--- src/rtl/rsbp_pkg.sv ---
`timescale 1ns / 1ps
package rsbp_pkg;

   localparam int MaxRecordsDefault = 16;
   localparam int BrandBytesDefault = 20;

   typedef struct packed {
      logic [15:0] record_id;
      logic [15:0] processor_code;
      logic [63:0] brand_high;
      logic [63:0] brand_middle;
      logic [31:0] brand_low;
      logic [31:0] price_cents;
   } record_type;

   typedef struct packed {
      logic insert;
      logic drain;
   } cell_ctrl_type;

   typedef enum logic [1:0] {
      ST_LOAD  = 2'b01,
      ST_DRAIN = 2'b10
   } state_type;

   // keeps the characters of a word that fall inside the brand length
   function automatic logic [63:0] brand_mask(input int base, input int nbytes,
                                              input int brand_bytes);
      logic [63:0] m;
      m = '0;
      for (int k = 0; k < 8; k++) begin
         if (k < nbytes && base + k < brand_bytes) begin
            m[8*(nbytes-1-k) +: 8] = 8'hFF;
         end
      end
      return m;
   endfunction

   // a sorts strictly before b: brand bytes, then price
   function automatic logic key_less(input record_type a, input record_type b);
      return {a.brand_high, a.brand_middle, a.brand_low, a.price_cents} <
             {b.brand_high, b.brand_middle, b.brand_low, b.price_cents};
   endfunction

endpackage

--- src/rtl/rsbp_cell.sv ---
`timescale 1ns / 1ps
module rsbp_cell (
   input  logic                   clock,
   input  logic                   reset,
   input  rsbp_pkg::cell_ctrl_type ctrl,
   input  rsbp_pkg::record_type   new_rec,
   input  rsbp_pkg::record_type   left_rec,
   input  logic                   left_valid,
   input  logic                   left_shift,
   input  rsbp_pkg::record_type   right_rec,
   input  logic                   right_valid,
   output rsbp_pkg::record_type   rec,
   output logic                   valid,
   output logic                   shift
);

   rsbp_pkg::record_type rec_ff, rec_in;
   logic                 valid_ff, valid_in;
   logic                 take;

   // new record goes before this one: this cell moves right
   assign shift = valid_ff && rsbp_pkg::key_less(new_rec, rec_ff);
   // first empty slot also takes the incoming or shifted record
   assign take  = shift || (!valid_ff && left_valid);

   always_comb begin
      rec_in   = rec_ff;
      valid_in = valid_ff;
      if (ctrl.drain) begin
         rec_in   = right_rec;
         valid_in = right_valid;
      end else if (ctrl.insert && take) begin
         rec_in   = left_shift ? left_rec : new_rec;
         valid_in = 1'b1;
      end
   end

   always_ff @(posedge clock) begin
      if (reset) begin
         valid_ff <= 1'b0;
      end else begin
         valid_ff <= valid_in;
      end
   end

   always_ff @(posedge clock) begin
      rec_ff <= rec_in;
   end

   assign rec   = rec_ff;
   assign valid = valid_ff;

endmodule

--- config.mk ---
export PLATFORM = sky130hd
export DESIGN_NAME = rsbp_cell
export DESIGN_NICKNAME = d
export VERILOG_FILES = /design/src/rtl/rsbp_pkg.sv /design/src/rtl/rsbp_cell.sv
export SDC_FILE = /design/constraint.sdc
export NUM_CORES = 1
export LEC_CHECK = 0
export BUFFER_PORTS_ARGS = -buffer_cell sky130_fd_sc_hd__buf_2
export CORE_AREA = 2 2 351 353
export DETAILED_ROUTE_END_ITERATION = 12
export DIE_AREA = 0 0 353 355
export RECOVER_POWER = 100
export SYNTH_ARGS = -nofsm -noshare
export SYNTH_HDL_FRONTEND = slang
export SYNTH_SLANG_ARGS = --single-unit
export TNS_END_PERCENT = 1
--- constraint.sdc ---
create_clock -name clock -period 46.3 [get_ports clock]
set_input_delay 9.26 -clock clock [delete_from_list [all_inputs] [get_ports clock]]
set_output_delay 9.26 -clock clock [all_outputs]
set_load 0.05 [all_outputs]
# [Word-level counts from Yosys, hierarchy flattened]
# Index checks and enable logic that the tools add are counted.
[word_totals] word_cells=19 latch_bits=0 mem_bits_rw=0 inputBits=679 register_bits=225 memories=0 romBits=0
[op_classes] n_reduce_logical=6 n_shift=0 n_div=0 magnitude_cmp=1 n_eq_ne=0 addsub=0 multipliers=0 muxes=5 n_bitwise=0
[ops] operator="224-bit two-way mux" n=3
[ops] operator="192-bit less-than comparator" n=1
[ops] operator="1-bit logical AND" n=3
[ops] operator="1-bit two-way mux" n=2
[ops] operator="2-bit nonzero test" n=1
[ops] operator="1-bit logical NOT" n=1
[ops] operator="1-bit logical OR" n=1

# [Logic depth before layout (Yosys ltp)]
# Gate-level depths: netlist of the first run.
[logic_depth] ltp_word=6 depth_mapped=9 ltp_nobuf=9

# [Least setup slack after synthesis of the first run]
# OpenSTA, ideal clock, no wires.
[synth_path] path_type="input -> register" from="input port new_rec[157] (netlist bit)" to="register rec_ff, in the netlist rec[0], enable pin" arrival_time_ps=22903 slack_ps=22467 path_buffers=0 path_stages=8 required_ps=45371 cell_sequence="ha_1 -> nand4_1 -> nor2_1 -> a221o_1 -> a211o_1 -> o41ai_1 -> nand4b_1 -> o41ai_2"
[synth_between] elab_chain_len=5
[synth_lines] element="start, declared" line="rsbp_cell.sv:6" source="input rsbp_pkg::record_type new_rec,"
[synth_lines] element="192-bit less-than comparator" line="rsbp_pkg.sv:41" source="return {a.brand_high, a.brand_middle, a.brand_low, a.price_cents} <"
[synth_lines] element="1-bit logical AND" line="rsbp_cell.sv:22" source="assign shift = valid_ff && rsbp_pkg::key_less(new_rec, rec_ff);"
[synth_lines] element="1-bit logical OR" line="rsbp_cell.sv:24" source="assign take = shift || (!valid_ff && left_valid);"
[synth_lines] element="1-bit logical AND" line="rsbp_cell.sv:32" source="end else if (ctrl.insert && take) begin"
[synth_lines] element="2-bit nonzero test (no line)"
[synth_lines] element="end signal, assigned" line="rsbp_cell.sv:47" source="rec_ff <= rec_in;"
[synth_lines] element="end, declared" line="rsbp_cell.sv:17" source="rsbp_pkg::record_type rec_ff, rec_in;"
# No other way between the ends.
# A chain may end at the register's enable or synchronous reset.

# [Worst setup path in the final report of the first run]
[layout_path] from="input port new_rec[130] (netlist bit)" to="output port shift"
[layout_between] elab_chain_len=2
[layout_lines] element="192-bit less-than comparator" line="rsbp_pkg.sv:41"
[layout_lines] element="1-bit logical AND" line="rsbp_cell.sv:22"
[layout_lines] element="end, declared" line="rsbp_cell.sv:14" source="output logic shift"
# No other way between the ends.

==> run_results.csv, run 1 <==
group,metric,value,unit
final_layout,multi_input_area,8364,um2
floorplan,die_y,355,um
yosys,synth_ff_type,"edfxtp_1",
global_routing,grt_max_degree,95,
place,pre_cts_slack,24.43,ns
power,p_seq_frac,0.331,
power,combPwrFrac,0.304,
clocking,ctsHoldBuffers,0,
final_layout,drive_above_1_share,0.2858,
sta,hold_viol,0,
power,p_per_area,34.32,nW/um2
route,wl_per_cell,23.73,um
sta,fin_crit,21.74,ns
floorplan,num_io_pins,905,
worst_setup_path,worst_path_max_delay_cell,"a31oi_1",
power,power.leakage,10.90,nW
worst_setup_path,worstPathRequired,37.04,ns
sta,worst_pin_slew,4.185,ns
power,ir_drop,0.01989,mV
worst_setup_path,r2r_cells,11,
worst_setup_path,slowest_delay,0.57,ns
final_layout,area_growth,45.46,%
worst_hold_path,hp-start,"valid",
clocking,clk_pin_slew,0.05,ns
yosys,ys_warn_count,0,
worst_setup_path,rr_endpoint,"rec[131]",
sta,max_freq,46.00,MHz
power,p_clk_frac,0.365,
clocking,ctsResizeCount,0,
status,violations,"capacitance limit, slew limit",
worst_hold_path,hold_path_class,"flop to flop",
final_layout,regArea,6746,um2
route,num_vias,16754,
power,p_sw,0.2990,mW
sta,setup-tns-final,0,ns
yosys,avgSynthCellArea,9.612,um2
sta,worst_slack,24.56,ns
yosys,synth_area,16140,um2
clocking,post_cts_buffers,0,
sta,period_share,0.4695,
place,dp_hpwl,86550,um
worst_setup_path,r2r_slack,37.01,ns
sta,rsz0062_at_grt,"false",
yosys,synth_cell_types,45,
worst_setup_path,worstReg2RegStart,"rec[130]",
sta,slew_violations,695,
route,drtIter0Drc,1116,
floorplan,start_util,0.1329,
final_layout,fillers,13802,
clocking,cts_buffers,35,
floorplan,coreArea,121400,um2
final_layout,nNetsFinal,3429,
status,status,"complete, but fails checks",
global_routing,grt.total_usage,0.1520,
floorplan,die_area,125300,um2
worst_setup_path,path_cells,"buf_2 -> ha_1 -> nand2_1 -> nor2_1 -> nand4_1 -> or3_1 -> or3_1 -> a31oi_1 -> nor3_1 -> buf_2",
worst_setup_path,endpoint,"shift",
job,cap_violations,11,
route,drt_wl_total,100300,um
final_layout,layout_commonest_cell,"buf_2",
route,first_pass_iters,7,
worst_setup_path,crit_arrival,12.48,ns
worst_setup_path,cp-start-kind,"primary input",
final_layout,fin_area,23480,um2
yosys,synth-edff-count,224,
clocking,tritoncts,"done",
worst_setup_path,critPathLaunch,"new_rec[130]",
yosys,synth_seq_area_share,0.4180,
clocking,h-tree-depth,2,
clocking,clkSinkCount,225,
clocking,insertion_delay,0.57,ns
yosys,synth.net_count,2549,
place,place.port_buffers,904,
global_routing,grt_pass1_vias,16313,
final_layout,final_cell_mix,"676 x buf_2, 272 x nand2_1, 250 x o21ai_0",
place,routabilityCongestion,0.9875,
floorplan,die_x,353,um
route,ant_nets,0,
worst_setup_path,crit_fanout,2,
yosys,async_flop_share,0,
global_routing,grt_pass1_wl,131600,um
yosys,syn_inst,1679,
place,placed_cell_area,22550,um2
clocking,cts_root_buffer,"clkbuf_16",
sta,setup_viol_count_final,0,
floorplan,rows,128,
sta,slew_headroom,-1.790,
power,p_int,0.5067,mW
global_routing,antenna_found_initial,75,
sta,finClkSkew,0.02403,ns
route,via_per_inst,3.965,
global_routing,grt-ovfl-total,0,
worst_setup_path,worstSetupPathType,"primary input to output pin",
power,switching_share,0.3711,
clocking,cts_buffer_depth,3,
worst_setup_path,cp-end-kind,"output pin",
route,drc_errors,0,
yosys,ys_ff_latch,225,
==> cells in the mapped netlist (9+ instances only) <==
library cell | n | area, um2
nand2_1 | 272 | 1021
o21ai_0 | 250 | 1251
edfxtp_1 | 224 | 6726
mux2i_1 | 224 | 2242
inv_1 | 197 | 739.5
ha_1 | 191 | 2390
a21oi_1 | 80 | 400.4
clkbuf_1 | 51 | 191.4
nand4_1 | 35 | 219.0
nand3_1 | 24 | 120.1
nor2_1 | 21 | 78.83
buf_1 | 15 | 56.30
nor3_1 | 13 | 65.06
buf_2 | 9 | 45.04
==> stage by stage <==
stage | hold slack, ns | std cells | utilization | total power, mW
floorplan | 0.7506 | 1679 | - | 0.4215
global placement | 0.5302 | 4147 | 0.1858 | 0.5181
detailed placement | 0.5602 | 4147 | 0.1858 | 0.5199
CTS | 0.5665 | 4207 | 0.1958 | 0.8236
global route | 0.6071 | 4217 | 0.1932 | 0.8446
finish | 0.5664 | 4226 | 0.1934 | 0.8057
==> sequential cells by signal, summed over array words and instances, names as in the netlist <==
signal	cells
valid	1
rec	224
==> layout make-up <==
class	count	area share
multi-input cells	1182	0.3563
flip-flops and latches	225	0.2874
repair buffers	918	0.1845
well taps	1625	0.08661
clock buffers	44	0.04056
inverters	197	0.03150
clock inverters	16	0.01114
diodes	19	0.002025
==> power by group through the flow <==
stage / clock network, mW / logic (mW) / registers [mW]
after floorplan: 0 / 0.0781 / 0.343
after global placement: 0 / 0.250 / 0.268
after detailed placement: 0 / 0.252 / 0.268
after CTS: 0.307 / 0.253 / 0.264
after global routing: 0.310 / 0.265 / 0.269
final: 0.294 / 0.245 / 0.267
==> worst max-delay path, delay by kind of cell <==
family	cells	cell delay [ns]
compound gates	1	0.57
fa+ha+maj	1	0.30
buf+inv	2	0.43
simple gates	6	1.90
==> cells by family (layout without fill, tap and decap cells) <==
logic type | count (synthesis) | in the layout | share of synthesized area
other | 0 | 19 | 0
adder cells (fa/ha/maj) | 191 | 191 | 0.1481
AO/OA/AOI/OAI | 378 | 378 | 0.1257
multiplexers | 224 | 224 | 0.1389
AND/OR/NAND/NOR | 389 | 389 | 0.1053
buffers and inverters | 272 | 1175 | 0.06396
flip-flops | 225 | 225 | 0.4180
==> per-layer routing <==
layer / vias up / GRT usage / share of wire
li1: 7813 / - / -
met1: 7856 / 0.1971 / 0.43
met2: 885 / 0.2455 / 0.45
met3: 186 / 0.04221 / 0.086
met4: 14 / 0.04468 / 0.035
met5: - / 0 / 0.00092
==> how the worst min path moves through the flow <==
stage | end | cells past startpoint
finish | valid | 2
global placement | valid | 2
detailed placement | valid | 2
floorplan | valid | 2
global route | valid | 2
CTS | valid | 2
(Power assumes the default switching activity.)
==> inputs of run 2 (changes only) <==
Clock period 46.3 ns to 18.65 ns, I/O delays scaled along.
==> run_results.csv, run 2 (same netlist as run 1, synthesis figures left out) <==
group,metric,value,unit
job,cap_violations,9,
floorplan,die_area,125300,um2
sta,period_share,0.6830,
final_layout,layout_commonest_cell,"buf_2",
floorplan,coreArea,121400,um2
sta,rsz0062_at_grt,"false",
final_layout,largest_reg_flops,224,
route,drtIter0Drc,1096,
global_routing,grt.total_usage,0.1514,
global_routing,grt_pass1_wl,131100,um
floorplan,start_util,0.1329,
worst_setup_path,worstReg2RegStart,"rec[130]",
sta,setup-tns-final,0,ns
power,p_per_area,83.51,nW/um2
route,ant_nets,0,
sta,fin_crit,12.74,ns
clocking,clk_pin_slew,0.05,ns
worst_hold_path,hold-path-endpoint,"valid",
sta,max_freq,78.51,MHz
global_routing,grt_max_degree,139,
worst_setup_path,worstPathRequired,18.79,ns
worst_setup_path,r2r_cells,11,
global_routing,antenna_found_initial,78,
clocking,clkSinkCount,225,
route,first_pass_iters,5,
global_routing,use_met3,0.04138,
clocking,insertion_delay,0.57,ns
sta,finClkSkew,0.01998,ns
worst_setup_path,crit_fanout,138,
worst_setup_path,r2r_slack,9.34,ns
final_layout,final_cell_mix,"676 x buf_2, 272 x nand2_1, 250 x o21ai_0",
final_layout,drive_above_1_share,0.2857,
clocking,ctsResizeCount,0,
sta,hold_viol,0,
final_layout,nNetsFinal,3426,
route,num_vias,16761,
worst_setup_path,cp-start-kind,"primary input",
clocking,h-tree-depth,2,
final_layout,fin_util,0.1926,
floorplan,die_x,353,um
worst_hold_path,hold_path_class,"flop to flop",
worst_setup_path,worstSetupPathType,"primary input to flop",
clocking,post_cts_buffers,0,
clocking,ctsHoldBuffers,0,
status,status,"complete, but fails checks",
final_layout,fillers,13869,
clocking,cts_buffer_depth,3,
place,routabilityCongestion,0.9908,
clocking,cts_root_buffer,"clkbuf_16",
global_routing,grtUsageMet1,0.1959,
route,wl_per_cell,23.56,um
sta,slew_headroom,-2.711,
worst_setup_path,crit_arrival,12.88,ns
sta,slew_violations,691,
worst_setup_path,cp-end-kind,"flop",
worst_hold_path,whs_path_depth,2,
place,dp_hpwl,86120,um
worst_setup_path,rr_endpoint,"rec[221]",
clocking,tritoncts,"done",
status,violations,"capacitance limit, slew limit",
global_routing,grt_pass1_vias,16532,
route,drc_errors,0,
global_routing,use_met2,0.2461,
power,power.leakage,10.86,nW
worst_hold_path,hp-start,"valid",
sta,worst_pin_slew,5.566,ns
floorplan,rows,128,
place,place.port_buffers,904,
route,via_per_inst,3.970,
global_routing,grt-ovfl-total,0,
clocking,cts_buffers,34,
global_routing,top_usage_layer,"met2",
floorplan,num_io_pins,905,
power,ir_drop,0.05741,mV
final_layout,area_growth,44.91,%
sta,setup_viol_count_final,0,
floorplan,die_y,355,um
route,drt_wl_total,99490,um
[run 2: power breakdown]
| group | switching, mW | total (mW) | internal [mW] |
|---|---|---|---|
| registers | 0.0316 | 0.661 | 0.630 |
| clock network | 0.269 | 0.683 | 0.414 |
| logic | 0.437 | 0.609 | 0.172 |
[run 2: area by class of cell]
type | count | area, um2 | area share
clock inverters | 18 | 192.7 | 0.008239
flip-flops and latches | 225 | 6746 | 0.2885
clock buffers | 42 | 944.7 | 0.04039
diodes | 17 | 42.54 | 0.001819
inverters | 197 | 739.5 | 0.03162
multi-input cells | 1182 | 8364 | 0.3577
repair buffers | 916 | 4323 | 0.1848
well taps | 1625 | 2033 | 0.08694
[run 2: routing by layer]
layer,vias up,wire [um]
li1,7806,-
met4,16,3184
met3,176,7934
met5,-,102
met1,7928,42970
met2,835,45290
[run 2: stage by stage]
stage          power, mW  area, um2  setup slack, ns  hold slack, ns  std cells
2_1_floorplan      1.047      16140           0.3475          0.7506       1679
3_3_place_gp       1.285      22550            7.877          0.5330       4145
3_5_place_dp       1.289      22550            7.879          0.5524       4145
4_1_cts            1.992      23690            7.876          0.5594       4205
5_1_grt            2.049      23360            4.944          0.6057       4212
6_report           1.953      23390            5.913          0.5583       4222
[run 2: critical path, stage by stage]
cell and delay, ns:
clkbuf_1 1.87, clkbuf_1 4.01, clkbuf_1 2.50, o21ai_0 0.54
[run 2: worst max-delay path by stage]
stage / startpoint / end / slack (ns) / depth (start not counted)
6_report: ctrl[0] / rec[106] / 5.91 / 4
5_1_grt: ctrl[0] / rec[105] / 4.94 / 4
4_1_cts: new_rec[130] / shift / 7.88 / 9
3_5_place_dp: new_rec[130] / shift / 7.88 / 9
3_3_place_gp: new_rec[86] / shift / 7.88 / 9
2_1_floorplan: new_rec[157] / rec[0] / 0.35 / 8
==> inputs of run 3 (changes only) <==
Settings changed: ABC_AREA set to 1, CORE_AREA 2 2 351 353 to 2 2 353 355, DIE_AREA 0 0 353 355 to 0 0 355 357.
Clock period 18.65 ns to 12.34 ns, I/O delays scaled along.
==> run_results.csv, run 3 <==
group,metric,value,unit
floorplan,die_y,357,um
global_routing,grt_max_degree,119,
sta,setup_viol_count_final,0,
yosys,synth_top_area_share,0.4138,
place,place.port_buffers,904,
route,num_vias,18281,
worst_hold_path,whs_path_depth,2,
yosys,synth_most_common_cell,"a21oi_1",
clocking,cts_buffer_depth,3,
sta,hold_viol,0,
worst_setup_path,crit_arrival,9.94,ns
status,status,"complete, but fails checks",
clocking,insertion_delay,0.64,ns
final_layout,final_cell_mix,"675 x buf_2, 532 x a21oi_1, 424 x nand2_1",
power,power.leakage,10.90,nW
global_routing,grt_pass1_vias,17766,
final_layout,area_growth,42.99,%
clocking,ctsHoldBuffers,0,
yosys,synth_cell_types,32,
yosys,synth_area,16260,um2
final_layout,fin_util,0.1890,
sta,slew_violations,390,
job,cap_violations,7,
status,violations,"capacitance limit, slew limit",
yosys,synth_ff_type,"edfxtp_1",
route,drtIter0Drc,1545,
worst_setup_path,worstSetupPathType,"primary input to flop",
clocking,ctsResizeCount,0,
worst_setup_path,worstPathRequired,12.73,ns
yosys,yosys.area.top_type,"edfxtp_1",
route,drc_errors,0,
route,wl_per_cell,19.74,um
clocking,clk_pin_slew,0.06,ns
floorplan,start_util,0.1322,
clocking,h-tree-depth,1,
sta,period_share,0.7742,
route,ant_nets,0,
clocking,clkSinkCount,225,
yosys,avgSynthCellArea,7.868,um2
yosys,ys_ff_latch,225,
sta,hold-worst-slack,0.6308,ns
floorplan,rows,129,
final_layout,largest_reg_flops,224,
yosys,synth_seq_area_share,0.4150,
sta,worst_pin_slew,3.348,ns
power,ir_drop,0.1132,mV
yosys,ys_warn_count,0,
final_layout,drive_above_1_share,0.2519,
yosys,synth.net_count,2936,
floorplan,coreArea,123000,um2
worst_setup_path,cp-start-kind,"primary input",
sta,slew_headroom,-1.232,
global_routing,antenna_found_initial,40,
floorplan,num_io_pins,905,
yosys,syn_inst,2066,
route,first_pass_iters,6,
place,dp_hpwl,74260,um
sta,finClkSkew,0.03577,ns
sta,fin_crit,9.554,ns
final_layout,nNetsFinal,3789,
place,routabilityCongestion,1.003,
floorplan,die_area,126700,um2
worst_setup_path,cp-end-kind,"flop",
clocking,tritoncts,"done",
yosys,synth_area_leaders,"edfxtp_1 41%, a21oi_1 16%, ha_1 15%",
worst_hold_path,hold_path_class,"flop to flop",
sta,rsz0062_at_grt,"false",
yosys,synth-edff-count,224,
final_layout,layout_commonest_cell,"buf_2",
power,p_per_area,119.1,nW/um2
floorplan,die_x,355,um
route,drt_wl_total,90740,um
yosys,synth.top_cells.by_count,"532 x a21oi_1, 424 x nand2_1, 268 x nor2_1, 238 x inv_1, 224 x edfxtp_1",
global_routing,grt.total_usage,0.1335,
worst_setup_path,crit_fanout,73,
route,via_per_inst,3.978,
yosys,async_flop_share,0,
clocking,cts_buffers,31,
worst_setup_path,r2r_cells,16,
global_routing,grt_pass1_wl,123100,um
global_routing,grt-ovfl-total,0,
clocking,cts_root_buffer,"clkbuf_16",
clocking,post_cts_buffers,0,
sta,max_freq,104.7,MHz
sta,setup-tns-final,0,ns
run 3: critical path: stages:
cell,delay [ns]
clkbuf_1,1.86
clkinvlp_2,3.43
clkbuf_1,1.46
nand2_1,0.47
a21oi_1,0.12
run 3: logic make-up (layout without fill, tap and decap cells):
group / after synthesis / count (layout) / synth area share
AOI/OAI and AO/OA: 564 / 564 / 0.1758
adders and majority gates: 191 / 191 / 0.1470
buffers and inverters: 339 / 1215 / 0.08143
DFF: 225 / 225 / 0.4150
other: 0 / 17 / 0
and+or+nand+nor: 747 / 747 / 0.1807
run 3: power by group:
| part | switching, mW | total, mW | internal, mW |
|---|---|---|---|
| logic | 0.648 | 0.894 | 0.245 |
| registers | 0.0447 | 0.985 | 0.941 |
| clock network | 0.398 | 0.889 | 0.491 |
run 3: final timing paths:
path               from        to  slack (ns)
max          left_shift  rec[215]        2.79
min               valid     valid        0.63
max reg2reg     rec[99]   rec[72]        4.68
min reg2reg       valid     valid        0.63
run 3: final cells by class:
class | instances | area [um2]
Sequential cell | 225 | 6746
Timing Repair Buffer | 918 | 4350
Antenna cell | 17 | 42.54
Clock inverter | 12 | 82.58
Clock buffer | 44 | 874.6
Multi-Input combinational cell | 1502 | 8185
Tap cell | 1637 | 2048
Inverter | 241 | 913.4
Fill cell | 14064 | 99750
run 3: metal layers:
| layer | track usage | vias to the layer above | share of wire |
|---|---|---|---|
| met5 | 0 | - | 0.0010 |
| met3 | 0.04143 | 165 | 0.095 |
| met4 | 0.04839 | 16 | 0.038 |
| li1 | - | 8686 | - |
| met1 | 0.1723 | 8490 | 0.42 |
| met2 | 0.2087 | 924 | 0.44 |
run 3: stage by stage:
stage          instances  area (um2)  total power [mW]  worst slack (ns)
2_1_floorplan       2066       16260             1.551             3.297
3_3_place_gp        4523       22570             1.903             4.538
3_5_place_dp        4523       22570             1.910             4.575
4_1_cts             4579       23520             2.822             4.552
5_1_grt             4587       23220             2.914             2.256
6_report            4596       23240             2.768             2.786
